**src/hw/rtl/assert_macros.svh**
```systemverilog
// Assertion macros shared by the RTL of the daily alarm scheduler.
// Depends on nothing; included by the files that carry assertions.
`ifndef ASSERT_MACROS_SVH
`define ASSERT_MACROS_SVH

// Same-cycle implication, disabled while reset is asserted.
`define ASSERT_IMPLIES(name, clk, rst_n, pre, post) \
  name: assert property (@(posedge clk) disable iff (!rst_n) (pre) |-> (post)) \
    else $error("assertion failed");

// Next-cycle implication, disabled while reset is asserted.
`define ASSERT_NEXT(name, clk, rst_n, pre, post) \
  name: assert property (@(posedge clk) disable iff (!rst_n) (pre) |=> (post)) \
    else $error("assertion failed");

`endif

```
**src/hw/rtl/das_pkg.sv**
```systemverilog
// Package of the daily alarm scheduler: item types, register map and constants.
// Depends on nothing; used by every module of the block.
package das_pkg;

  localparam int SLOTS    = 6;
  localparam int IDX_W    = 3;
  localparam int EVENT_W  = 46;
  localparam int DATA_W   = 64;
  localparam int ADDR_W   = 6;
  localparam int DIST_W   = 18;
  localparam int DAY_SECS = 86400;
  localparam int MIN_RECIP = 139811;
  localparam int MIN_SHIFT = 23;

  localparam logic [1:0] MODE_TICK   = 2'd0;
  localparam logic [1:0] MODE_NEXT   = 2'd1;
  localparam logic [1:0] MODE_CHANGE = 2'd2;
  localparam logic [1:0] MODE_SHOW   = 2'd3;

  localparam logic [1:0] KIND_FIRE = 2'd0;
  localparam logic [1:0] KIND_NEXT = 2'd1;
  localparam logic [1:0] KIND_SHOW = 2'd2;

  localparam logic [2:0] REG_COUNT  = 3'd0;
  localparam logic [2:0] REG_EVENT0 = 3'd1;

  localparam logic [26:0] DAY_NONE   = '1;
  localparam logic [10:0] MINUTE_NONE = 11'h7FF;

  typedef struct packed {
    logic [31:0] duration;
    logic [1:0]  action;
    logic [10:0] minute;
    logic        enable;
  } event_t;

  typedef struct packed {
    logic [2:0]               count;
    event_t [SLOTS-1:0]       events;
  } cfg_t;

  typedef struct packed {
    logic [1:0]  mode;
    logic [26:0] day_code;
    logic [16:0] sec_of_day;
    logic        clock_ok;
    logic [1:0]  current_app_mode;
    logic        cycle_on;
    logic [31:0] cycle_left_sec;
  } in_item_t;

  typedef struct packed {
    logic [1:0]  kind;
    logic        found;
    logic [2:0]  slot_index;
    logic [10:0] event_minute;
    logic [1:0]  event_action;
    logic [31:0] event_duration;
    logic [31:0] wait_sec;
    logic        mode_differs;
    logic        last;
  } out_item_t;

endpackage

```
**src/hw/rtl/das_regs.sv**
```systemverilog
// Configuration registers of the daily alarm scheduler behind an APB-style port.
// Depends on das_pkg.
module das_regs (
  input  logic                        clk_i,
  input  logic                        rst_ni,
  input  logic                        psel,
  input  logic                        penable,
  input  logic                        pwrite,
  input  logic [das_pkg::ADDR_W-1:0]  paddr,
  input  logic [das_pkg::DATA_W-1:0]  pwdata,
  output logic [das_pkg::DATA_W-1:0]  prdata,
  output logic                        pready,
  output das_pkg::cfg_t               cfg_o
);

  das_pkg::cfg_t cfg_q;
  logic [2:0]    reg_idx;
  logic [2:0]    slot_sel;
  logic          is_event;

  assign reg_idx  = paddr[5:3];
  assign slot_sel = reg_idx - das_pkg::REG_EVENT0;
  assign is_event = (reg_idx >= das_pkg::REG_EVENT0) &&
                    ({1'b0, reg_idx} <= 4'(das_pkg::SLOTS));
  assign pready   = 1'b1;
  assign cfg_o    = cfg_q;

  always_ff @(posedge clk_i or negedge rst_ni) begin
    if (!rst_ni) begin
      cfg_q <= '0;
    end else if (psel && penable && pwrite) begin
      if (reg_idx == das_pkg::REG_COUNT) begin
        cfg_q.count <= pwdata[2:0];
      end else if (is_event) begin
        cfg_q.events[slot_sel] <= pwdata[das_pkg::EVENT_W-1:0];
      end
    end
  end

  always_comb begin
    prdata = '0;
    if (reg_idx == das_pkg::REG_COUNT) begin
      prdata = das_pkg::DATA_W'(cfg_q.count);
    end else if (is_event) begin
      prdata = das_pkg::DATA_W'(cfg_q.events[slot_sel]);
    end
  end

endmodule

```
**src/hw/rtl/das_alu.sv**
```systemverilog
// Shared distance unit: seconds from now until an event minute, with day wrap,
// and a compare against the best distance so far. Depends on das_pkg.
module das_alu (
  input  logic [16:0]                now_i,
  input  logic [10:0]                minute_i,
  input  logic                       found_i,
  input  logic [das_pkg::DIST_W-1:0] best_i,
  output logic [das_pkg::DIST_W-1:0] dist_o,
  output logic                       less_o
);

  logic [das_pkg::DIST_W-1:0] ev_sec;
  logic [das_pkg::DIST_W-1:0] now_ext;

  assign ev_sec  = {1'b0, minute_i, 6'b0} - {5'b0, minute_i, 2'b0};
  assign now_ext = {1'b0, now_i};
  assign dist_o  = (ev_sec > now_ext) ? (ev_sec - now_ext)
                 : (ev_sec + das_pkg::DIST_W'(das_pkg::DAY_SECS) - now_ext);
  assign less_o  = !found_i || (dist_o < best_i);

endmodule

```
**src/hw/rtl/daily_alarm_scheduler_unit.sv**
```systemverilog
// Top level of the daily alarm scheduler: sequencer, alarm state and output register.
// Depends on das_pkg, das_regs, das_alu and assert_macros.svh.
//
// Input items arrive on in_valid_i/in_data_i and are taken when in_stall_o is low;
// results leave on out_valid_o/out_data_o and are taken when out_stall_i is low.
// A tick (mode 0) gives one fire item per event that fires, possibly none; the
// final one carries last. Modes 1, 2 and 3 give exactly one answer item.
// After an item is taken the block reduces the time to a minute, runs the tick
// filter, then walks the slots in use one slot per cycle; a query sends each slot
// through one shared distance unit. A query answer is then registered in the output
// register once that register is free, and the next item can be taken after it.
// A tick walks the slots again from slot zero up to the last one that fired and
// gives a fire item for each; a tick that the filter drops goes straight back to idle.
// A finished result waits in the output register while out_stall_i is high; the
// walk pauses on a fire item until the register frees, and a new item may be
// taken while the last result still waits. Reset clears the registers, marks
// every slot as never fired and forgets the last tick minute.
// Configuration is to be written through the APB-style port only while the block
// is idle; the block itself does not enforce this.
`include "assert_macros.svh"

module daily_alarm_scheduler_unit (
  input  logic                        clk_i,
  input  logic                        rst_ni,
  input  logic                        in_valid_i,
  output logic                        in_stall_o,
  input  das_pkg::in_item_t           in_data_i,
  output logic                        out_valid_o,
  input  logic                        out_stall_i,
  output das_pkg::out_item_t          out_data_o,
  input  logic                        psel,
  input  logic                        penable,
  input  logic                        pwrite,
  input  logic [das_pkg::ADDR_W-1:0]  paddr,
  input  logic [das_pkg::DATA_W-1:0]  pwdata,
  output logic [das_pkg::DATA_W-1:0]  prdata,
  output logic                        pready
);

  typedef enum logic [2:0] {
    ST_IDLE,
    ST_DIV,
    ST_CHECK,
    ST_SCAN,
    ST_EMIT,
    ST_ANSWER
  } state_e;

  das_pkg::cfg_t cfg;

  das_regs u_regs (
    .clk_i   (clk_i),
    .rst_ni  (rst_ni),
    .psel    (psel),
    .penable (penable),
    .pwrite  (pwrite),
    .paddr   (paddr),
    .pwdata  (pwdata),
    .prdata  (prdata),
    .pready  (pready),
    .cfg_o   (cfg)
  );

  state_e                                state_q, state_d;
  das_pkg::in_item_t                     item_q, item_d;
  logic [10:0]                           minute_q, minute_d;
  logic [das_pkg::IDX_W-1:0]             idx_q, idx_d;
  logic                                  found_q, found_d;
  logic [das_pkg::DIST_W-1:0]            best_q, best_d;
  logic [das_pkg::IDX_W-1:0]             best_idx_q, best_idx_d;
  das_pkg::event_t                       best_ev_q, best_ev_d;
  logic [das_pkg::SLOTS-1:0]             mask_q, mask_d;
  logic [26:0]                           fired_q [das_pkg::SLOTS];
  logic [26:0]                           fired_d [das_pkg::SLOTS];
  logic [26:0]                           last_day_q, last_day_d;
  logic [10:0]                           last_min_q, last_min_d;
  logic                                  out_valid_q, out_valid_d;
  das_pkg::out_item_t                    out_q, out_d;

  das_pkg::event_t                       cur_ev;
  logic [das_pkg::IDX_W-1:0]             n_slots;
  logic                                  slot_active;
  logic                                  scan_end;
  logic                                  out_free;
  logic [34:0]                           prod;
  logic [das_pkg::DIST_W-1:0]            span;
  logic                                  less;
  logic                                  need_change;
  logic                                  found_eff;
  logic [31:0]                           cycle_time;
  logic [das_pkg::SLOTS-1:0]             mask_left;

  assign cur_ev      = cfg.events[idx_q];
  assign n_slots     = (cfg.count > das_pkg::IDX_W'(das_pkg::SLOTS))
                       ? das_pkg::IDX_W'(das_pkg::SLOTS) : cfg.count;
  assign slot_active = idx_q < n_slots;
  assign scan_end    = ({1'b0, idx_q} + 4'd1) >= {1'b0, n_slots};
  assign out_free    = !out_valid_q || !out_stall_i;
  assign prod        = 35'(item_q.sec_of_day) * 35'(das_pkg::MIN_RECIP);
  assign need_change = item_q.mode != das_pkg::MODE_NEXT;
  assign found_eff   = found_q && ((item_q.mode != das_pkg::MODE_SHOW) || item_q.clock_ok);
  assign cycle_time  = item_q.cycle_on ? item_q.cycle_left_sec : '0;
  assign mask_left   = mask_q & ~(das_pkg::SLOTS'(1) << idx_q);

  das_alu u_alu (
    .now_i    (item_q.sec_of_day),
    .minute_i (cur_ev.minute),
    .found_i  (found_q),
    .best_i   (best_q),
    .dist_o   (span),
    .less_o   (less)
  );

  assign in_stall_o  = state_q != ST_IDLE;
  assign out_valid_o = out_valid_q;
  assign out_data_o  = out_q;

  always_comb begin
    state_d     = state_q;
    item_d      = item_q;
    minute_d    = minute_q;
    idx_d       = idx_q;
    found_d     = found_q;
    best_d      = best_q;
    best_idx_d  = best_idx_q;
    best_ev_d   = best_ev_q;
    mask_d      = mask_q;
    fired_d     = fired_q;
    last_day_d  = last_day_q;
    last_min_d  = last_min_q;
    out_valid_d = out_valid_q && out_stall_i;
    out_d       = out_q;

    unique case (state_q)
      ST_IDLE: begin
        if (in_valid_i) begin
          item_d = in_data_i;
          if (in_data_i.sec_of_day >= 17'(das_pkg::DAY_SECS)) begin
            item_d.sec_of_day = in_data_i.sec_of_day - 17'(das_pkg::DAY_SECS);
          end
          idx_d   = '0;
          found_d = 1'b0;
          mask_d  = '0;
          state_d = ST_DIV;
        end
      end
      ST_DIV: begin
        minute_d = prod[das_pkg::MIN_SHIFT +: 11];
        state_d  = ST_CHECK;
      end
      ST_CHECK: begin
        if (item_q.mode == das_pkg::MODE_TICK) begin
          if (!item_q.clock_ok || (item_q.day_code == '0) ||
              ((item_q.day_code == last_day_q) && (minute_q == last_min_q))) begin
            state_d = ST_IDLE;
          end else begin
            last_day_d = item_q.day_code;
            last_min_d = minute_q;
            state_d    = ST_SCAN;
          end
        end else begin
          state_d = ST_SCAN;
        end
      end
      ST_SCAN: begin
        if (item_q.mode == das_pkg::MODE_TICK) begin
          if (slot_active && cur_ev.enable && (cur_ev.minute == minute_q) &&
              (fired_q[idx_q] != item_q.day_code)) begin
            mask_d[idx_q]  = 1'b1;
            fired_d[idx_q] = item_q.day_code;
          end
        end else if (slot_active && cur_ev.enable && less &&
                     !(need_change && (cur_ev.action == item_q.current_app_mode))) begin
          found_d    = 1'b1;
          best_d     = span;
          best_idx_d = idx_q;
          best_ev_d  = cur_ev;
        end
        if (scan_end) begin
          idx_d = '0;
          if (item_q.mode != das_pkg::MODE_TICK) begin
            state_d = ST_ANSWER;
          end else if (mask_d != '0) begin
            state_d = ST_EMIT;
          end else begin
            state_d = ST_IDLE;
          end
        end else begin
          idx_d = idx_q + 3'd1;
        end
      end
      ST_EMIT: begin
        if (!mask_q[idx_q]) begin
          idx_d = idx_q + 3'd1;
        end else if (out_free) begin
          out_valid_d          = 1'b1;
          out_d                = '0;
          out_d.kind           = das_pkg::KIND_FIRE;
          out_d.found          = 1'b1;
          out_d.slot_index     = idx_q;
          out_d.event_minute   = cur_ev.minute;
          out_d.event_action   = cur_ev.action;
          out_d.event_duration = cur_ev.duration;
          out_d.mode_differs   = cur_ev.action != item_q.current_app_mode;
          out_d.last           = mask_left == '0;
          mask_d               = mask_left;
          idx_d                = idx_q + 3'd1;
          if (mask_left == '0) begin
            state_d = ST_IDLE;
          end
        end
      end
      ST_ANSWER: begin
        if (out_free) begin
          out_valid_d = 1'b1;
          out_d       = '0;
          out_d.kind  = (item_q.mode == das_pkg::MODE_SHOW) ? das_pkg::KIND_SHOW
                                                            : das_pkg::KIND_NEXT;
          out_d.last  = 1'b1;
          if (found_eff) begin
            out_d.found          = 1'b1;
            out_d.slot_index     = best_idx_q;
            out_d.event_minute   = best_ev_q.minute;
            out_d.event_action   = best_ev_q.action;
            out_d.event_duration = best_ev_q.duration;
            out_d.mode_differs   = best_ev_q.action != item_q.current_app_mode;
          end
          if (item_q.mode == das_pkg::MODE_SHOW) begin
            if (found_eff && ((cycle_time == '0) || (32'(best_q) < cycle_time))) begin
              out_d.wait_sec = 32'(best_q);
            end else begin
              out_d.wait_sec = cycle_time;
            end
          end else if (found_eff) begin
            out_d.wait_sec = 32'(best_q);
          end
          state_d = ST_IDLE;
        end
      end
      default: begin
        state_d = ST_IDLE;
      end
    endcase
  end

  always_ff @(posedge clk_i or negedge rst_ni) begin
    if (!rst_ni) begin
      state_q     <= ST_IDLE;
      item_q      <= '0;
      minute_q    <= '0;
      idx_q       <= '0;
      found_q     <= 1'b0;
      best_q      <= '0;
      best_idx_q  <= '0;
      best_ev_q   <= '0;
      mask_q      <= '0;
      fired_q     <= '{default: '0};
      last_day_q  <= das_pkg::DAY_NONE;
      last_min_q  <= das_pkg::MINUTE_NONE;
      out_valid_q <= 1'b0;
      out_q       <= '0;
    end else begin
      state_q     <= state_d;
      item_q      <= item_d;
      minute_q    <= minute_d;
      idx_q       <= idx_d;
      found_q     <= found_d;
      best_q      <= best_d;
      best_idx_q  <= best_idx_d;
      best_ev_q   <= best_ev_d;
      mask_q      <= mask_d;
      fired_q     <= fired_d;
      last_day_q  <= last_day_d;
      last_min_q  <= last_min_d;
      out_valid_q <= out_valid_d;
      out_q       <= out_d;
    end
  end

  `ASSERT_IMPLIES(a_emit_has_fire, clk_i, rst_ni, state_q == ST_EMIT, mask_q != '0)
  `ASSERT_NEXT(a_one_item_at_a_time, clk_i, rst_ni, in_valid_i && !in_stall_o, in_stall_o)
  `ASSERT_IMPLIES(a_fire_item_shape, clk_i, rst_ni, out_valid_q && (out_q.kind == das_pkg::KIND_FIRE), out_q.found && (out_q.wait_sec == '0))

endmodule
```
**config.mk**
```make
export PLATFORM = sky130hd
export DESIGN_NAME = daily_alarm_scheduler_unit
export DESIGN_NICKNAME = d
export VERILOG_FILES = /design/src/hw/rtl/das_pkg.sv /design/src/hw/rtl/das_regs.sv /design/src/hw/rtl/das_alu.sv /design/src/hw/rtl/daily_alarm_scheduler_unit.sv
export VERILOG_INCLUDE_DIRS = /design/src /design/src/hw/rtl
export SDC_FILE = /design/constraint.sdc
export NUM_CORES = 2
export LEC_CHECK = 0
export ABC_AREA = 1
export BUFFER_PORTS_ARGS = -buffer_cell sky130_fd_sc_hd__buf_4
export CAP_MARGIN = 10
export CORE_MARGIN = 3
export CORE_UTILIZATION = 61
export DETAILED_ROUTE_END_ITERATION = 10
export PLACE_DENSITY = 0.81
export SLEW_MARGIN = 20
export SYNTH_ARGS = -nofsm -noshare
export SYNTH_HDL_FRONTEND = slang
export SYNTH_SLANG_ARGS = --single-unit
```
**constraint.sdc**
```tcl
create_clock -name clk_i -period 7.31 [get_ports clk_i]
set_clock_uncertainty 0.2 [all_clocks]
set_input_delay 1.462 -clock clk_i [delete_from_list [all_inputs] [get_ports clk_i]]
set_output_delay 1.462 -clock clk_i [all_outputs]
set_load 0.05 [all_outputs]
```
=== After elaboration in Yosys (flattened, before gate mapping) ===
Index checks and enable logic that the tools add are counted.

* Bits of input ports: 159
* Register bits: 737

* Multiply operators: 1
* Muxes and demuxes: 63
* Shift operators: 1
* $lt $le $gt $ge: 15
* Bitwise gates (word level): 7
* Reductions and logical operators: 50
* Equal/unequal tests: 24
* Add/subtract/negate cells: 8

{| class="wikitable"
|+ Operator list
! kind !! count
|-
| $bmux W46 S3 || 2
|-
| $bwmux W276 || 1
|-
| $mux W85 || 3
|-
| $mux W46 || 4
|-
| $pmux W85 S2 || 1
|-
| $bwmux W162 || 1
|-
| $demux W46 S3 || 1
|-
| $mux W32 || 3
|-
| $bmux W27 S3 || 1
|-
| $demux W27 S3 || 1
|-
| $mux W27 || 3
|-
| $mux W64 || 1
|-
| $mux W49 || 1
|-
| $mux W3 || 14
|-
| $mux W18 || 2
|-
| $mux W6 || 6
|-
| $sub A18 B17 Y18 || 2
|-
| $mul A17 B18 Y34 const B || 1
|-
| $logic_not A32 Y1 || 1
|-
| $lt A18 B32 Y1 || 1
|-
| $eq A27 B27 Y1 || 1
|-
| $logic_not A27 Y1 || 1
|-
| $ne A27 B27 Y1 || 1
|-
| $eq A11 B11 Y1 || 2
|-
| 54 further kinds || 114
|}

=== Longest topological paths before layout ===
* Word-level depth: 14
* Gate-level depth with buffers: 48

=== Modules after synthesis ===
Synthesis repeated with hierarchy kept, for this count alone.

* Cells, all modules: 6129
* Area total of the unflattened synthesis: 44515.2 um^2

{| class="wikitable"
|+ By module, submodules not included
! module !! seq. area each (um^2) !! instances !! cells an instance !! area each (um^2)
|-
| daily_alarm_scheduler_unit || 11508.5 || 1 || 3631 || 27091.0
|-
| das_regs || 6981.7 || 1 || 1904 || 14037.2
|-
| das_alu || 0.0 || 1 || 594 || 3387.0
|}

=== Worst setup path after synthesis ===
No wires, ideal clock.

* Kind: input port to output port
* Start: input paddr[3] (netlist name)
* End: output prdata[26] (netlist name)
* Data arrival time: 5770 ps
* Stages on the path: 13
* Path buffers: 3
* Required time: 5648 ps
* Setup slack: -122 ps
* Cell sequence: inv_1 clkbuf_1 ha_1 xnor2_1 inv_1 nor2_1 inv_1 nor2_1 inv_1 clkbuf_1 buf_1 o22ai_1 a2111oi_0

* Word-level cells in the longest chain between the ends: 5
* Elaborated cells between the ends (all ways): 9

{| class="wikitable"
|+ Ends and longest elaborated chain
! element !! line !! text
|-
| from (decl) || daily_alarm_scheduler_unit.sv:34 || <nowiki>input logic [das_pkg::ADDR_W-1:0] paddr,</nowiki>
|-
| $sub A3 B1 Y3 || das_regs.sv:22 || <nowiki>assign slot_sel = reg_idx - das_pkg::REG_EVENT0;</nowiki>
|-
| $bmux W46 S3 || das_regs.sv:45 || <nowiki>prdata = das_pkg::DATA_W'(cfg_q.events[slot_sel]);</nowiki>
|-
| $mux W46 (implied by the code) || das_regs.sv:45 ||
|-
| $mux W46 || das_regs.sv:44 || <nowiki>end else if (is_event) begin</nowiki>
|-
| $mux W64 (*) || das_regs.sv:42 || <nowiki>if (reg_idx == das_pkg::REG_COUNT) begin</nowiki>
|-
| to (decl) || daily_alarm_scheduler_unit.sv:36 || <nowiki>output logic [das_pkg::DATA_W-1:0] prdata,</nowiki>
|}

Mark *: on every way between the ends. The rest lies on a longest branch, timed or not. The select of a mux whose other input is x is not followed.

==> impl_summary.log <==
[metrics] Synth top area share: 41.3%
[metrics] fraction of synthesis flops using an asynchronous set or reset pin: 100%
[metrics] worst-path fanout max: 46
[metrics] Initial Util: 62.3%
[metrics] number of global-route vias before repair: 36.4k
[metrics] maximum capacitance violations: 0
[metrics] post-detail-place hpwl: 85,200 microns
[metrics] count of warnings emitted by yosys: 0
[metrics] Net count, final: 5,987
[metrics] sequential element share of the synthesized area: 43.7%
[metrics] Tmin final: 6.85 ns
[metrics] worst reg-to-reg setup slack: 0.46 ns
[metrics] Post-DRT Antenna Nets: 0
[metrics] final RePlAce weighted congestion: 0.973
[metrics] type of the worst setup path: reg -> reg
[metrics] growth of design area from synthesis to finish: 13.2%
[metrics] # DRC: 0
[metrics] commonest non-fill, non-tap cell in the layout: sky130_fd_sc_hd__nand2_1
[metrics] post-layout total power: 25.2 mW
[metrics] chip width: 270 microns
[metrics] DRT Pass-1 Iters: 7
[metrics] Arrival @ worst endpoint: 7.12 ns
[metrics] routed length per instance: 19.5 microns
[metrics] largest net degree at the start of global routing: 184
[metrics] total standard cell area after synthesis: 0.0424 sq mm
[metrics] TritonCTS Sinks: 737
[metrics] Worst-Margin Slew: 1.17 ns
[metrics] final setup violating endpoints: 0
[metrics] crit-path max cell delay: 0.49 ns
[metrics] maximum operating frequency: 0.146 GHz
[metrics] antenna violations before repair: 1
[metrics] number of enable flip-flop cells after synthesis: 0
[metrics] total count of hold-check failures in the final report: 0
[metrics] global-route wire length before repair: 200,000 microns
[metrics] fraction of final layout cells sized beyond drive strength 1: 10.9%
[metrics] status: completed
[metrics] number of vias in the routed layout: 38.8k
[metrics] GRT overflow: 0
[metrics] number of buffers inserted by port buffering: 270
[metrics] leading cell types by total area after synthesis: sky130_fd_sc_hd__dfrtp_1, sky130_fd_sc_hd__nand2_1, sky130_fd_sc_hd__o21ai_0, sky130_fd_sc_hd__ha_1, sky130_fd_sc_hd__inv_1
[metrics] normalized max-slew margin: 21.9%
[metrics] Clock Path Buffers: 3
[metrics] ratio of total power to cell area: 526 mW/mm^2
[metrics] most common cell type on the critical path: sky130_fd_sc_hd__nand2_1
[metrics] Tightest Hold Check Type: reg -> reg
[metrics] number of I/O pins: 311
[metrics] row cnt: 95
[metrics] number of slew-limit violations in the final report: 0
[metrics] clock tree from TritonCTS: yes
[metrics] die outline area: 0.0726 sq mm
[metrics] top library cells by usage in the layout, fill and taps aside: sky130_fd_sc_hd__nand2_1, sky130_fd_sc_hd__dfrtp_1, sky130_fd_sc_hd__o21ai_0, sky130_fd_sc_hd__inv_1, sky130_fd_sc_hd__buf_4
[metrics] post-synthesis cell type count: 66
[metrics] GRT Resource Usage Total: 34.3%
[metrics] violation count after the first detailed-route iteration: 4,138
[metrics] number of buffers inserted by hold repair at cts: 0
[metrics] Peak supply drop: 0.000672 V
[metrics] cell chosen for the clock root: sky130_fd_sc_hd__clkbuf_16
[metrics] Mapped Cells: 5,406
[metrics] Clock H-tree levels: 3
[metrics] leakage: 24.3 nW
[metrics] total core area: 0.0680 sq mm
[metrics] vias per inst: 5.92
[metrics] Mean Syn Cell Area: 7.83 sq um
[metrics] synthesized flop and latch total: 737
[metrics] total clock buffers created by CTS: 79
[metrics] Hold Slack: 0.269 ns
[metrics] Required @ worst endpoint: 7.58 ns
[metrics] clock latency at the later pin of the worst-skew pair: 0.65 ns
[metrics] n_diodes: 0
[metrics] critical path launch point type: flop
[metrics] share of the cycle needed by the critical path after routing: 93.7%
[metrics] Slowest cell on crit path: sky130_fd_sc_hd__dfrtp_2
[metrics] Routed Wire Length: 128,000 microns
[metrics] most used flip-flop cell after synthesis: sky130_fd_sc_hd__dfrtp_1
[metrics] die height: 270 microns
[metrics] Crit. End Element: flop
[metrics] cell taking the most area after synthesis: sky130_fd_sc_hd__dfrtp_1
[metrics] clock-pin slew on the worst setup and hold paths: 0.07 ns
==> flip-flops by register name, indices dropped and copies added, names as in the netlist <==
name / flops
item_q: 82
last_min_q: 11
found_q: 1
best_ev_q: 45
fired_q: 162
out_valid_o: 1
state_q: 3
last_day_q: 27
idx_q: 3
out_data_o: 85
u_regs.cfg_o: 279
mask_q: 6
minute_q: 11
best_q: 18
best_idx_q: 3
==> through the flow <==
step	util [%]	instances	setup slack (ns)	setup TNS (ns)	instance area (sq um)
floorplan	-	5423	0.164	0	42400
global placement	66.4	6403	0.303	0	45200
detailed placement	66.4	6404	0.0560	0	45200
CTS	70.1	6547	0.0241	0	47700
global route	70.5	6553	-0.0238	-0.0288	48000
finish	70.5	6553	0.459	0	48000
==> synth_stat cells (12+ instances only) <==
cell type                   instances
sky130_fd_sc_hd__nand2_1         1656
sky130_fd_sc_hd__dfrtp_1          699
sky130_fd_sc_hd__o21ai_0          677
sky130_fd_sc_hd__inv_1            570
sky130_fd_sc_hd__nor2_1           274
sky130_fd_sc_hd__clkbuf_1         221
sky130_fd_sc_hd__ha_1             212
sky130_fd_sc_hd__a21oi_1          195
sky130_fd_sc_hd__nand3_1          150
sky130_fd_sc_hd__nor4_1            51
sky130_fd_sc_hd__fa_1              46
sky130_fd_sc_hd__xor2_1            45
sky130_fd_sc_hd__a31oi_1           44
sky130_fd_sc_hd__nand4_1           44
sky130_fd_sc_hd__dfstp_2           38
sky130_fd_sc_hd__buf_2             35
sky130_fd_sc_hd__a22oi_1           34
sky130_fd_sc_hd__mux2_1            32
sky130_fd_sc_hd__o21ai_1           32
sky130_fd_sc_hd__a2111oi_0         31
sky130_fd_sc_hd__o221ai_1          31
sky130_fd_sc_hd__o22ai_1           30
sky130_fd_sc_hd__buf_4             28
sky130_fd_sc_hd__xnor2_1           28
sky130_fd_sc_hd__nor3_1            21
sky130_fd_sc_hd__o21a_1            19
sky130_fd_sc_hd__buf_1             14
sky130_fd_sc_hd__a32o_1            12
==> cell families after synthesis <==
logic type | Yosys count | share of synthesized area (%)
simple gates | 2235 | 21.3
compound gates | 1178 | 15.7
buf+inv | 879 | 8.21
flops | 737 | 43.7
fa+ha+maj | 258 | 8.44
xor+xnor | 73 | 1.51
mux | 44 | 1.19
other cells | 2 | 0.0177
==> layer usage <==
| layer | vias up | part of all wire, % | GRT usage, % |
|---|---|---|---|
| li1 | 18000 | - | - |
| met1 | 18400 | 40 | 47.4 |
| met2 | 2006 | 45 | 53.0 |
| met3 | 413 | 10 | 6.74 |
| met4 | 0 | 4.7 | 15.1 |
| met5 | - | 0 | 0 |
==> path summary, 6_finish.rpt <==
kind,start,end,depth (start not counted)
max,idx_q[0]$_DFFE_PN0P_,best_ev_q[28]$_DFFE_PN0P_,43
min,item_q[25]$_DFFE_PN0P_,item_q[25]$_DFFE_PN0P_,2
max reg2reg,idx_q[0]$_DFFE_PN0P_,best_ev_q[28]$_DFFE_PN0P_,43
min reg2reg,item_q[25]$_DFFE_PN0P_,item_q[25]$_DFFE_PN0P_,2
max in group asynchronous,rst_ni,u_regs.cfg_o[88]$_DFFE_PN0P_,2
min in group asynchronous,rst_ni,item_q[43]$_DFFE_PN0P_,1
==> final cells by class <==
cell class | instances | area, sq um
well taps | 921 | 1150
clock buffers | 113 | 2250
clock inverters | 30 | 255
inverters | 578 | 2190
repair buffers | 367 | 2960
multi-input cells | 3807 | 20700
flip-flops and latches | 737 | 18500
fillers | 5364 | 20000
==> where the power goes <==
part | internal [mW] | switching, mW
combinational | 5.63 | 9.73
clock | 2.19 | 1.71
sequential | 5.08 | 0.903
==> what timing repair did <==
item                       in CTS  in global routing
setup endpoints to repair       0                 67
setup buffers                   0                  3
gates resized for setup         0                 40
==> worst max-delay path, delay by kind of cell, from the launching register on <==
family / cells / cell delay (ns)
AO/OA/AOI/OAI: 10 / 1.24
XOR/XNOR: 1 / 0.17
adder cells (fa/ha/maj): 3 / 0.90
buffers and inverters: 8 / 1.18
flip-flops: 1 / 0.49
AND/OR/NAND/NOR: 21 / 2.42
(Power assumes the default switching activity.)
